[src/hdl/pcf_pkg.sv]
`default_nettype none

package pcf_pkg;

	// Width at which the value is tested, and the width of the value field.
	localparam int WIDTH      = 32;
	localparam int VALUE_BITS = 32;
	localparam int CNT_W      = $clog2(WIDTH);

	typedef logic [WIDTH-1:0]      word_t;
	typedef logic [WIDTH:0]        wide_t;
	typedef logic [VALUE_BITS-1:0] value_t;
	typedef logic [CNT_W-1:0]      cnt_t;

	// Trial division constants of the 6k plus or minus 1 walk.
	localparam int FIRST_DIV = 5;
	localparam int DIV_STEP  = 6;
	localparam int PAIR_GAP  = 2;
	localparam int THREE     = 3;

	// Control of one bit-serial remainder lane.
	typedef struct packed {
		logic clear;
		logic shift;
		logic din;
	} rem_ctl_t;

	// Take the value field to the test width, with sign extension when wider.
	function automatic word_t test_word(input value_t raw);
		logic [WIDTH+VALUE_BITS-1:0] ext;
		ext = {{WIDTH{raw[VALUE_BITS-1]}}, raw};
		return ext[WIDTH-1:0];
	endfunction

endpackage

`default_nettype wire

[src/hdl/prime_classifier_filter.sv]
// Channel  | Handshake                  | Payload
// ---------+----------------------------+------------------------------------
// value    | value_valid, value_stall   | value (32 bit signed)
// result   | result_valid, result_stall | value_out (32 bit signed), is_prime
//
// One item at a time. An item passes the checks of S_CHECK, then for each trial
// divisor pair a pass in S_DIV and a check in S_EVAL (the test by three counts
// as one pair); both divisors of a pair share one bit-serial pass of the two
// remainder lanes. Worst case at WIDTH 32 is a large prime near 2^31: about
// 7700 pairs. Reset clears the sequencer and the result valid flag.
// A finished result waits in the output register, so a stalled result side
// still lets the next item be accepted and tested.
`default_nettype none

module prime_classifier_filter (
	input  wire logic                clk,
	input  wire logic                arst_n,
	input  wire logic                value_valid,
	output logic                     value_stall,
	input  wire logic signed [31:0]  value,
	output logic                     result_valid,
	input  wire logic                result_stall,
	output logic signed [31:0]       value_out,
	output logic                     is_prime
);

	logic            seq_idle;
	logic            seq_done;
	logic            seq_prime;
	logic            accept;
	logic            ack;
	logic            res_valid_q;
	logic            prime_q;
	pcf_pkg::value_t val_q;
	pcf_pkg::value_t out_val_q;

	// An item enters only while the sequencer is free.
	assign value_stall = !seq_idle;
	assign accept      = value_valid && seq_idle;

	// The result register takes a finished item when empty or being drained.
	assign ack = seq_done && (!res_valid_q || !result_stall);

	pcf_seq u_seq (
		.clk    (clk),
		.arst_n (arst_n),
		.start  (accept),
		.word   (pcf_pkg::test_word(pcf_pkg::value_t'(value))),
		.ack    (ack),
		.idle   (seq_idle),
		.done   (seq_done),
		.prime  (seq_prime)
	);

	// Hold the value of the item under test.
	always_ff @(posedge clk) begin
		if (accept) begin
			val_q <= pcf_pkg::value_t'(value);
		end
	end

	// Output register.
	always_ff @(posedge clk or negedge arst_n) begin
		if (!arst_n) begin
			res_valid_q <= 1'b0;
		end else if (ack) begin
			res_valid_q <= 1'b1;
		end else if (!result_stall) begin
			res_valid_q <= 1'b0;
		end
	end

	always_ff @(posedge clk) begin
		if (ack) begin
			out_val_q <= val_q;
			prime_q   <= seq_prime;
		end
	end

	assign result_valid = res_valid_q;
	assign value_out    = signed'(out_val_q);
	assign is_prime     = prime_q;

endmodule

`default_nettype wire

[src/hdl/pcf_rem_lane.sv]
`default_nettype none

module pcf_rem_lane (
	input  wire logic              clk,
	input  wire pcf_pkg::rem_ctl_t ctl,
	input  wire pcf_pkg::word_t    divisor,
	output pcf_pkg::word_t         rem
);

	pcf_pkg::word_t rem_q;
	pcf_pkg::wide_t trial;

	// Restoring division step: bring in the next dividend bit, subtract if it fits.
	assign trial = {rem_q, ctl.din};

	always_ff @(posedge clk) begin
		if (ctl.clear) begin
			rem_q <= '0;
		end else if (ctl.shift) begin
			if (trial >= {1'b0, divisor}) begin
				rem_q <= pcf_pkg::word_t'(trial - {1'b0, divisor});
			end else begin
				rem_q <= trial[pcf_pkg::WIDTH-1:0];
			end
		end
	end

	assign rem = rem_q;

endmodule

`default_nettype wire

[src/hdl/pcf_seq.sv]
`default_nettype none

module pcf_seq (
	input  wire logic           clk,
	input  wire logic           arst_n,
	input  wire logic           start,
	input  wire pcf_pkg::word_t word,
	input  wire logic           ack,
	output logic                idle,
	output logic                done,
	output logic                prime
);

	typedef enum logic [2:0] {
		S_IDLE,
		S_CHECK,
		S_TEST,
		S_DIV,
		S_EVAL,
		S_DONE
	} state_t;

	state_t            state_q;
	pcf_pkg::word_t    v_q;
	pcf_pkg::word_t    sh_q;
	pcf_pkg::word_t    i_q;
	pcf_pkg::wide_t    sq_q;
	pcf_pkg::word_t    d0_q;
	pcf_pkg::word_t    d1_q;
	pcf_pkg::cnt_t     cnt_q;
	logic              three_q;
	logic              prime_q;
	pcf_pkg::rem_ctl_t ctl;
	pcf_pkg::word_t    rem0;
	pcf_pkg::word_t    rem1;
	pcf_pkg::wide_t    i_wide;
	pcf_pkg::wide_t    sq_step;

	// Lanes are cleared in the state before a division, then fed MSB first.
	assign ctl.clear = (state_q == S_CHECK) || (state_q == S_TEST);
	assign ctl.shift = (state_q == S_DIV);
	assign ctl.din   = sh_q[pcf_pkg::WIDTH-1];

	pcf_rem_lane u_lane0 (
		.clk     (clk),
		.ctl     (ctl),
		.divisor (d0_q),
		.rem     (rem0)
	);

	pcf_rem_lane u_lane1 (
		.clk     (clk),
		.ctl     (ctl),
		.divisor (d1_q),
		.rem     (rem1)
	);

	// Next square: (i + 6)^2 = i^2 + 12*i + 36.
	assign i_wide  = {1'b0, i_q};
	assign sq_step = (i_wide << 3) + (i_wide << 2)
		+ pcf_pkg::wide_t'(pcf_pkg::DIV_STEP * pcf_pkg::DIV_STEP);

	// Sequencer: small cases, the test by three, then the 6k plus or minus 1 walk.
	always_ff @(posedge clk or negedge arst_n) begin
		if (!arst_n) begin
			state_q <= S_IDLE;
			prime_q <= 1'b0;
			three_q <= 1'b0;
			cnt_q   <= '0;
		end else begin
			case (state_q)
				S_IDLE: begin
					if (start) begin
						v_q     <= word;
						state_q <= S_CHECK;
					end
				end
				S_CHECK: begin
					if (v_q[pcf_pkg::WIDTH-1]) begin
						prime_q <= 1'b0;
						state_q <= S_DONE;
					end else if (v_q <= pcf_pkg::word_t'(1)) begin
						prime_q <= 1'b0;
						state_q <= S_DONE;
					end else if (v_q <= pcf_pkg::word_t'(pcf_pkg::THREE)) begin
						prime_q <= 1'b1;
						state_q <= S_DONE;
					end else if (!v_q[0]) begin
						prime_q <= 1'b0;
						state_q <= S_DONE;
					end else begin
						d0_q    <= pcf_pkg::word_t'(pcf_pkg::THREE);
						d1_q    <= pcf_pkg::word_t'(pcf_pkg::THREE);
						sh_q    <= v_q;
						cnt_q   <= '0;
						three_q <= 1'b1;
						state_q <= S_DIV;
					end
				end
				S_TEST: begin
					if (sq_q > {1'b0, v_q}) begin
						prime_q <= 1'b1;
						state_q <= S_DONE;
					end else begin
						d0_q    <= i_q;
						d1_q    <= i_q + pcf_pkg::word_t'(pcf_pkg::PAIR_GAP);
						sh_q    <= v_q;
						cnt_q   <= '0;
						state_q <= S_DIV;
					end
				end
				S_DIV: begin
					sh_q  <= sh_q << 1;
					cnt_q <= cnt_q + pcf_pkg::cnt_t'(1);
					if (cnt_q == pcf_pkg::cnt_t'(pcf_pkg::WIDTH - 1)) begin
						state_q <= S_EVAL;
					end
				end
				S_EVAL: begin
					if (three_q) begin
						three_q <= 1'b0;
						if (rem0 == '0) begin
							prime_q <= 1'b0;
							state_q <= S_DONE;
						end else begin
							i_q     <= pcf_pkg::word_t'(pcf_pkg::FIRST_DIV);
							sq_q    <= pcf_pkg::wide_t'(pcf_pkg::FIRST_DIV
								* pcf_pkg::FIRST_DIV);
							state_q <= S_TEST;
						end
					end else if ((rem0 == '0) || (rem1 == '0)) begin
						prime_q <= 1'b0;
						state_q <= S_DONE;
					end else begin
						i_q     <= i_q + pcf_pkg::word_t'(pcf_pkg::DIV_STEP);
						sq_q    <= sq_q + sq_step;
						state_q <= S_TEST;
					end
				end
				S_DONE: begin
					if (ack) begin
						state_q <= S_IDLE;
					end
				end
				default: begin
					state_q <= S_IDLE;
				end
			endcase
		end
	end

	assign idle  = (state_q == S_IDLE);
	assign done  = (state_q == S_DONE);
	assign prime = prime_q;

endmodule

`default_nettype wire
[config.mk]
export PLATFORM = sky130hd
export DESIGN_NAME = prime_classifier_filter
export DESIGN_NICKNAME = d
export VERILOG_FILES = /design/src/hdl/pcf_pkg.sv /design/src/hdl/prime_classifier_filter.sv /design/src/hdl/pcf_rem_lane.sv /design/src/hdl/pcf_seq.sv
export SDC_FILE = /design/constraint.sdc
export NUM_CORES = 1
export LEC_CHECK = 0
export BUFFER_PORTS_ARGS = -buffer_cell sky130_fd_sc_hd__buf_4
export CAP_MARGIN = 20
export CORE_ASPECT_RATIO = 2
export CORE_MARGIN = 2
export CORE_UTILIZATION = 55
export DETAILED_ROUTE_END_ITERATION = 7
export HOLD_SLACK_MARGIN = 0.02
export PLACE_DENSITY = 0.7
export SKIP_CTS_REPAIR_TIMING = 1
export SLEW_MARGIN = 20
export SYNTH_ARGS = -nofsm -noshare
export SYNTH_HDL_FRONTEND = slang
export SYNTH_SLANG_ARGS = --single-unit
[constraint.sdc]
create_clock -name clk -period 8.42 [get_ports clk]
set_clock_uncertainty 0.2 [all_clocks]
set_input_delay 0.842 -clock clk [delete_from_list [all_inputs] [get_ports clk]]
set_output_delay 0.842 -clock clk [all_outputs]
set_load 0.01 [all_outputs]
==> results.toml, run 1 <==
[route]
drtIter0Drc = 733
avgViaCountPerCell = 5.98
firstDrtPassIters = 5
postRouteAntennaNets = 0
vias = 15385
routed_wl_um = 52100
wl_per_cell_um = 20.3
drc_errors = 0

[setup_path]
cp_num_buf_inv = 2
cpLargestDelayFamily = "compound AO/OA/AOI/OAI gates"
max_stage_delay_ps = 470
crit_path_cell_trace = "inv_1 > fa_1 > inv_1 > fa_1 > ha_1 > a21o_1 > a21oi_1 > o211a_1 > o311a_1 > a21oi_1 > nor2_1 > o311ai_2 > a221oi_1 > mux2_2"
arrival_ps = 4720
critPathKind = "flop to flop"
critPathLaunchType = "flop"
crit_path_end_kind = "flop"
critPathSlowestCell = "edfxtp_1"
crit_required_ps = 8560
path_max_fanout = 8

[clocking]
h-tree-depth = 1
clock_latency_ps = 590
ctsRootBufferMaster = "clkbuf_16"
tritoncts = "done"
cts_inserted_buffers = 30
cts_max_path_buffers = 3
clock-sinks = 327
cts.clk_slew.worst_paths_ps = 70

[synth]
synth_area_per_cell_um2 = 9.87
ys_types = 80
synth-seq-area-share_pct = 44.9
ys_ff_latch = 327
synthArstFlopShare_pct = 3.36
syn-num-nets = 2282
synth_flop_cell = "edfxtp_1"
syn_area_mm2 = 0.0203
netlist_instances = 2061
synth_edf_count = 252
yosys_warnings = 0

[grt]
first_global_vias = 15725
overflow = 0
track_usage_pct = 27.0
grt_max_degree = 103
grt_pass1_wl_um = 82200
grt_antenna_before_repair = 0

[sta]
finalCritPeriodShare_pct = 54.3
period_needed_ps = 4570
fmax_ghz = 0.219
relSlewSlack_pct = 31.1
hold_viol = 0
rsz0062_at_grt = "no"
final_max_slew_viol_count = 0
finalSetupViolations = 0
worst_slew_pin_slew_ps = 1030
tns_ps = 0

[power_and_ir_drop]
ir_worst_vdd_mv = 0.263
power.leakage_nw = 9.16
p_per_area_mw_per_mm2 = 297

[final_layout]
drive_gt1_share_pct = 8.08
final_nets = 2315
antenna_cells = 0
area_delta_synth_final_pct = 9.53
final_cells = 2571

[floorplan]
floorplan.die_area_mm2 = 0.0386
fp-row-count = 99
initial_core_util_pct = 55.9
core_mm2 = 0.0364
die_w_um = 140
ios = 71
die_y_um = 276

[min_path]
hold_path_class = "flop to flop"

[place]
portBuffers = 70
gp_congestion = 0.926
place_hpwl_um = 40400
post-place-cells = 2514

[outcome]
status = "complete, no violations"

[job]
drv_cap = 0
-- placed cells by master, fill, tap and decap left out, types with 31 or more instances in the layout --
cell	netlist	layout
o21ai_0	152	152
nand2_1	143	143
clkbuf_16	0	31
xnor2_1	77	77
dfxtp_1	64	64
nor2_1	165	165
inv_1	206	206
fa_1	31	31
mux2i_1	36	36
edfxtp_1	252	252
a21oi_1	143	142
ha_1	154	154
buf_4	5	81
a21o_1	62	62
xor2_1	42	42
nor3_1	34	34
nand3_1	44	44
nand4_1	41	41
-- cell families (layout without fill, tap and decap cells) --
| family | count (synthesis) | after routing | synth area share, % |
|---|---|---|---|
| buf+inv | 289 | 345 | 5.59 |
| simple gates | 590 | 590 | 14.2 |
| flops | 327 | 327 | 44.9 |
| mux | 41 | 41 | 2.05 |
| fa+ha+maj | 185 | 185 | 12.5 |
| xor+xnor | 119 | 119 | 5.12 |
| compound gates | 510 | 510 | 15.7 |
-- per-layer routing --
| metal | vias up | GRT usage [%] | share of wire [%] |
|---|---|---|---|
| li1 | 7466 | - | - |
| met1 | 7367 | 26.6 | 35 |
| met2 | 390 | 53.5 | 56 |
| met3 | 162 | 2.68 | 3.0 |
| met4 | 0 | 16.0 | 6.5 |
| met5 | - | 0 | 0 |
-- final timing paths --
| path | start | depth (start not counted) | end | slack (ps) |
|---|---|---|---|---|
| worst max-delay path | u_seq.i_q[1] | 14 | u_seq.sq_q[31] | 3850 |
| worst min-delay path | val_q[0] | 0 | value_out[0] | 220 |
| worst max register to register | u_seq.i_q[1] | 14 | u_seq.sq_q[31] | 3850 |
| worst min register to register | val_q[0] | 0 | value_out[0] | 220 |
| max in group asynchronous | arst_n | 2 | u_seq.three_q | 7400 |
| min in group asynchronous | arst_n | 2 | u_seq.state_q[1] | 450 |
-- registers in the layout, indices dropped and copies added, names as in the netlist, 3 cells and up --
signal	count
u_seq.sq_q	30
value_out	32
u_seq.sh_q	32
val_q	32
u_seq.d1_q	31
u_seq.u_lane1.rem	32
u_seq.i_q	31
u_seq.u_lane0.rem	32
u_seq.cnt_q	5
u_seq.d0_q	31
u_seq.state_q	3
u_seq.v_q	32
-- synth_stat cells, types with 9 or more instances --
cell type  number  area (um2)
o31ai_1         9        67.6
ha_1          154        1930
and2_1         13        81.3
a21o_1         62         465
and3_1         30         188
and4_1          9        78.8
o21a_1         14         105
nand2b_1       11        68.8
nand4_1        41         257
nor2_1        165         619
nand2_1       143         537
nor2b_1        15        93.8
a31oi_1        17         106
edfxtp_1      252        7570
nand3_1        44         220
a211oi_1       19         143
o21ai_1         9        45.0
nor4_1         30         188
dfrtp_1        11         275
xnor2_1        77         674
fa_1           31         621
clkbuf_1       66         248
nor3_1         34         170
dfxtp_1        64        1280
or3_1          28         175
a21oi_1       143         716
mux2i_1        36         360
o21bai_1       13        97.6
o21ai_0       152         761
xor2_1         42         368
inv_1         206         773
-- cell type report --
cell class	instances	area, um2
fill	3117	14100
multi-input combinational	1445	10100
sequential	327	9130
clock buffer	36	815
inverter	207	777
timing repair buffer	83	646
tap	454	568
clock inverter	19	241
-- stage by stage --
stage | hold slack, ps | util (%) | worst slack [ps] | instance area [um2] | power [mW]
2_1_floorplan | 200 | - | 1390 | 20300 | 4.39
3_3_place_gp | 202 | 58.2 | 4000 | 21200 | 5.09
3_5_place_dp | 205 | 58.2 | 3890 | 21200 | 5.16
4_1_cts | -124 | 61.1 | 3890 | 22200 | 6.64
5_1_grt | 228 | 61.2 | 3650 | 22300 | 7.07
6_report | 220 | 61.2 | 3850 | 22300 | 6.62
-- power by group --
part	total [mW]	leakage (nW)	switching [mW]	internal (mW)
combinational	2.78	5.66	1.69	1.09
clock	1.47	0.515	0.619	0.846
sequential	2.37	2.98	0.264	2.11
total	6.62	9.16	2.57	4.05
Power figures use the tool's default switching activity.
==> run 2, diff against run 1 <==
clock period = 4.4 ns   (was 8.42 ns; I/O delays follow)
==> results.toml, run 2 (synthesized netlist as in run 1, its figures left out) <==
[final_layout]
final_cell_mix = "edfxtp_1 (252), inv_1 (206), nor2_1 (164), ha_1 (154), o21ai_0 (151)"
final_common_cell = "edfxtp_1"
final_nets = 2373
area_delta_synth_final_pct = 12.0
antenna_cells = 0
drive_gt1_share_pct = 9.02

[sta]
finalSetupViolations = 0
fmax_ghz = 0.236
hold_viol = 0
final_max_slew_viol_count = 0
tns_ps = 0
worst_slew_pin_slew_ps = 916
period_needed_ps = 4240
rsz0062_at_grt = "no"
relSlewSlack_pct = 38.7
hold_ws_ps = 43.6
finalCritPeriodShare_pct = 96.4

[clocking]
clock-sinks = 327
h-tree-depth = 1
ctsRootBufferMaster = "clkbuf_16"
tritoncts = "done"
cts.clk_slew.worst_paths_ps = 70
clock_latency_ps = 590
cts_inserted_buffers = 30
cts_max_path_buffers = 3

[setup_path]
reg2reg_slack_ps = 160
max_stage_delay_ps = 520
critPathKind = "flop to flop"
critPathLaunchType = "flop"
rr_worst_depth = 14
arrival_ps = 4380
crit_path_end_kind = "flop"
r2r_start = "u_seq.sq_q[4]"
crit_end = "u_seq.sq_q[31]"
r2r_end = "u_seq.sq_q[31]"
crit_required_ps = 4540
cp-startpoint = "u_seq.sq_q[4]"
crit_path_cell_trace = "inv_1 > fa_1 > inv_1 > fa_1 > ha_1 > a21o_1 > a21oi_1 > o211a_1 > o311a_1 > a21oi_1 > nor2_2 > o311ai_2 > a221oi_1 > mux2_2"
critPathSlowestCell = "o311ai_2"
path_max_fanout = 4

[route]
drtIter0Drc = 651
routed_wl_um = 53900
vias = 15742
drc_errors = 0
postRouteAntennaNets = 0
firstDrtPassIters = 6
wl_per_cell_um = 20.5
avgViaCountPerCell = 5.99

[grt]
overflow = 0
first_global_vias = 16003
track_usage_pct = 27.3
grt_pass1_wl_um = 83100
grt_max_degree = 63
grt_antenna_before_repair = 0

[power_and_ir_drop]
ir_worst_vdd_mv = 0.738
power.leakage_nw = 9.41
p_per_area_mw_per_mm2 = 557

[floorplan]
core_mm2 = 0.0364
fp-row-count = 99
die_y_um = 276
initial_core_util_pct = 55.9
floorplan.die_area_mm2 = 0.0386
ios = 71
die_w_um = 140

[outcome]
status = "complete, no violations"

[job]
drv_cap = 0

[place]
gp_congestion = 0.952
portBuffers = 70
place_hpwl_um = 41200

[min_path]
hold_path_class = "input port to async pin"
-- run 2: cell count changes in the layout (fill, tap and decap cells not counted), moves of 3 or more --
cell,previous run,this run
clkbuf_8,2,5
buf_4,81,103
buf_12,0,3
dlygate4sd3_1,1,34
bufinv_16,5,1
-- run 2: worst min-delay path by stage --
stage                          end  slack, ps  cells after the start
CTS                  u_seq.three_q       -520                      1
finish               u_seq.three_q         40                      2
floorplan             result_valid        -60                      0
global route        u_seq.cnt_q[1]         70                      2
detailed placement  u_seq.cnt_q[0]        100                      1
global placement    u_seq.cnt_q[1]        100                      1
-- run 2: final cells by class --
type                            instances  area (um2)
Multi-Input combinational cell       1445       10100
Timing Repair Buffer                  141        1200
Fill cell                            3033       13600
Inverter                              207         777
Sequential cell                       327        9130
Clock buffer                           39         877
Clock inverter                         15         116
Tap cell                              454         568
-- run 2: power by group --
part,total [mW],leakage [nW],switching (mW),internal [mW]
combinational,5.52,5.94,3.33,2.19
sequential,4.49,2.98,0.458,4.03
clock,2.68,0.489,1.21,1.46
total,12.7,9.41,4.99,7.69
-- run 2: metrics by stage --
step                util (%)  instance area (um2)  setup WS [ps]  cells  total power [mW]
floorplan                  -                20400            366   2061              8.40
global placement        58.8                21400            215   2539              9.86
detailed placement      58.8                21400            113   2539              9.96
CTS                     61.6                22400           97.1   2593              12.7
global route            62.6                22800           19.8   2628              13.5
finish                  62.6                22800            159   2628              12.7
-- run 2: worst max-delay path, delay by kind of cell, from the launching register on --
family | cells | cell delay, ps
buffers and inverters | 2 | 150
DFF | 1 | 360
and+or+nand+nor | 1 | 80
AOI/OAI and AO/OA | 7 | 1700
muxes | 1 | 300
adders and majority gates | 3 | 1200
-- run 2: routing by layer --
layer	GRT usage [%]	share of wire, %	wire length (um)	up-vias
met2	53.7	55	29500	382
met1	26.3	35	18700	7606
met5	0	0	0	-
met3	2.71	3.1	1650	184
met4	18.7	7.6	4110	0
li1	-	-	-	7570
==> run 3, diff against run 2 <==
CORE_UTILIZATION = 25   (was 55)
CTS_CLUSTER_SIZE = 20   (was default)
PLACE_DENSITY = 0.37   (was 0.7)
==> results.toml, run 3 (synthesized netlist as in run 1, its figures left out) <==
[floorplan]
floorplan.die_area_mm2 = 0.0838
ios = 71
fp-row-count = 148
core_mm2 = 0.0809
initial_core_util_pct = 25.1
die_w_um = 206
die_y_um = 407

[setup_path]
crit_required_ps = 4520
crit_path_cell_trace = "inv_1 > fa_1 > inv_1 > ha_1 > ha_1 > a211oi_1 > o211a_1 > o311a_1 > a21oi_1 > nor2_2 > o311ai_4 > a221oi_1 > mux2_2"
arrival_ps = 4270
cpLargestDelayFamily = "compound AO/OA/AOI/OAI gates"
critPathSlowestCell = "fa_1"
critPathLaunchType = "flop"
cp_num_buf_inv = 2
critPathKind = "flop to flop"
path_max_fanout = 5
crit_path_end_kind = "flop"
reg2reg_slack_ps = 240
max_stage_delay_ps = 530

[grt]
grt_max_degree = 63
first_global_vias = 15391
overflow = 0
track_usage_pct = 14.7
grt_pass1_wl_um = 95000
grt_antenna_before_repair = 1

[outcome]
status = "complete, no violations"

[route]
wl_per_cell_um = 19.0
vias = 15342
top_layer = "met4"
routed_wl_um = 61500
avgViaCountPerCell = 4.73
drtIter0Drc = 893
wl_met1_um = 28100
firstDrtPassIters = 5
wl_met3_um = 1830
drc_errors = 0
postRouteAntennaNets = 0
met2WireLength_um = 30100

[place]
place_hpwl_um = 46400
portBuffers = 70
dp_worst_setup_slack_ps = 162
post_dp_cell_area_mm2 = 0.0222
gp_congestion = 0.810

[sta]
finalCritPeriodShare_pct = 94.5
rsz0062_at_grt = "no"
finalSetupViolations = 0
hold_viol = 0
tns_ps = 0
fmax_ghz = 0.241
final_max_slew_viol_count = 0
relSlewSlack_pct = 37.3
worst_slew_pin_slew_ps = 940
layout_setup_ws_ps = 244
period_needed_ps = 4160

[final_layout]
antenna_cells = 0
area_delta_synth_final_pct = 16.9
final_cell_mix = "edfxtp_1 (252), inv_1 (206), nor2_1 (164), ha_1 (154), o21ai_0 (152)"
drive_gt1_share_pct = 9.90
final_cell_area_mm2 = 0.0238
final_nets = 2383
final_common_cell = "edfxtp_1"

[clocking]
cts.clk_slew.worst_paths_ps = 60
cts_max_path_buffers = 3
cts_inserted_buffers = 37
clock_latency_ps = 580
h-tree-depth = 2
ctsRootBufferMaster = "clkbuf_16"
tritoncts = "done"
clock-sinks = 327

[power_and_ir_drop]
p_per_area_mw_per_mm2 = 559
ir_worst_vdd_mv = 0.327
power.leakage_nw = 9.54

[min_path]
hold_path_class = "input port to async pin"

[job]
drv_cap = 0
-- run 3: routing by layer --
metal,global-route usage [%],up-vias
li1,-,7627
met1,19.7,7400
met2,24.8,251
met3,1.62,64
met4,4.06,0
met5,0,-
-- run 3: stage by stage --
step / power, mW / utilization [%] / instances / hold slack, ps
3_5_place_dp: 10.2 / 27.4 / 3139 / 106
6_report: 13.3 / 29.4 / 3241 / 63.0
5_1_grt: 14.3 / 29.4 / 3241 / 72.8
2_1_floorplan: 8.40 / - / 2061 / -55.6
4_1_cts: 13.5 / 28.9 / 3207 / -513
3_3_place_gp: 10.2 / 27.4 / 3139 / 108
-- run 3: path summary, 6_finish.rpt --
check,from,end,cells past startpoint
max,u_seq.i_q[7],u_seq.sq_q[31],13
min,arst_n,u_seq.cnt_q[3],2
max reg2reg,u_seq.i_q[7],u_seq.sq_q[31],13
min reg2reg,val_q[26],value_out[26],0
max in group asynchronous,arst_n,u_seq.three_q,2
min in group clk,value_valid,u_seq.state_q[2],3
-- run 3: final cells by class --
class,count,area [um2]
Fill cell,8550,57100
Multi-Input combinational cell,1445,10100
Sequential cell,327,9130
Tap cell,1050,1310
Timing Repair Buffer,144,1200
Clock buffer,42,997
Inverter,207,777
Clock inverter,26,223
-- run 3: report_power, final --
part	total, mW	internal (mW)	switching [mW]
clock network	3.19	1.77	1.42
registers	4.47	4.04	0.433
logic	5.64	2.19	3.44
total	13.3	8.01	5.30
-- run 3: worst reg2reg max path: cells and delay by family, from the launching register on --
family	cells	cell delay (ps)
AO/OA/AOI/OAI	6	1390
adder cells (fa/ha/maj)	3	1160
flip-flops	1	400
multiplexers	1	370
AND/OR/NAND/NOR	1	190
buffers and inverters	2	190
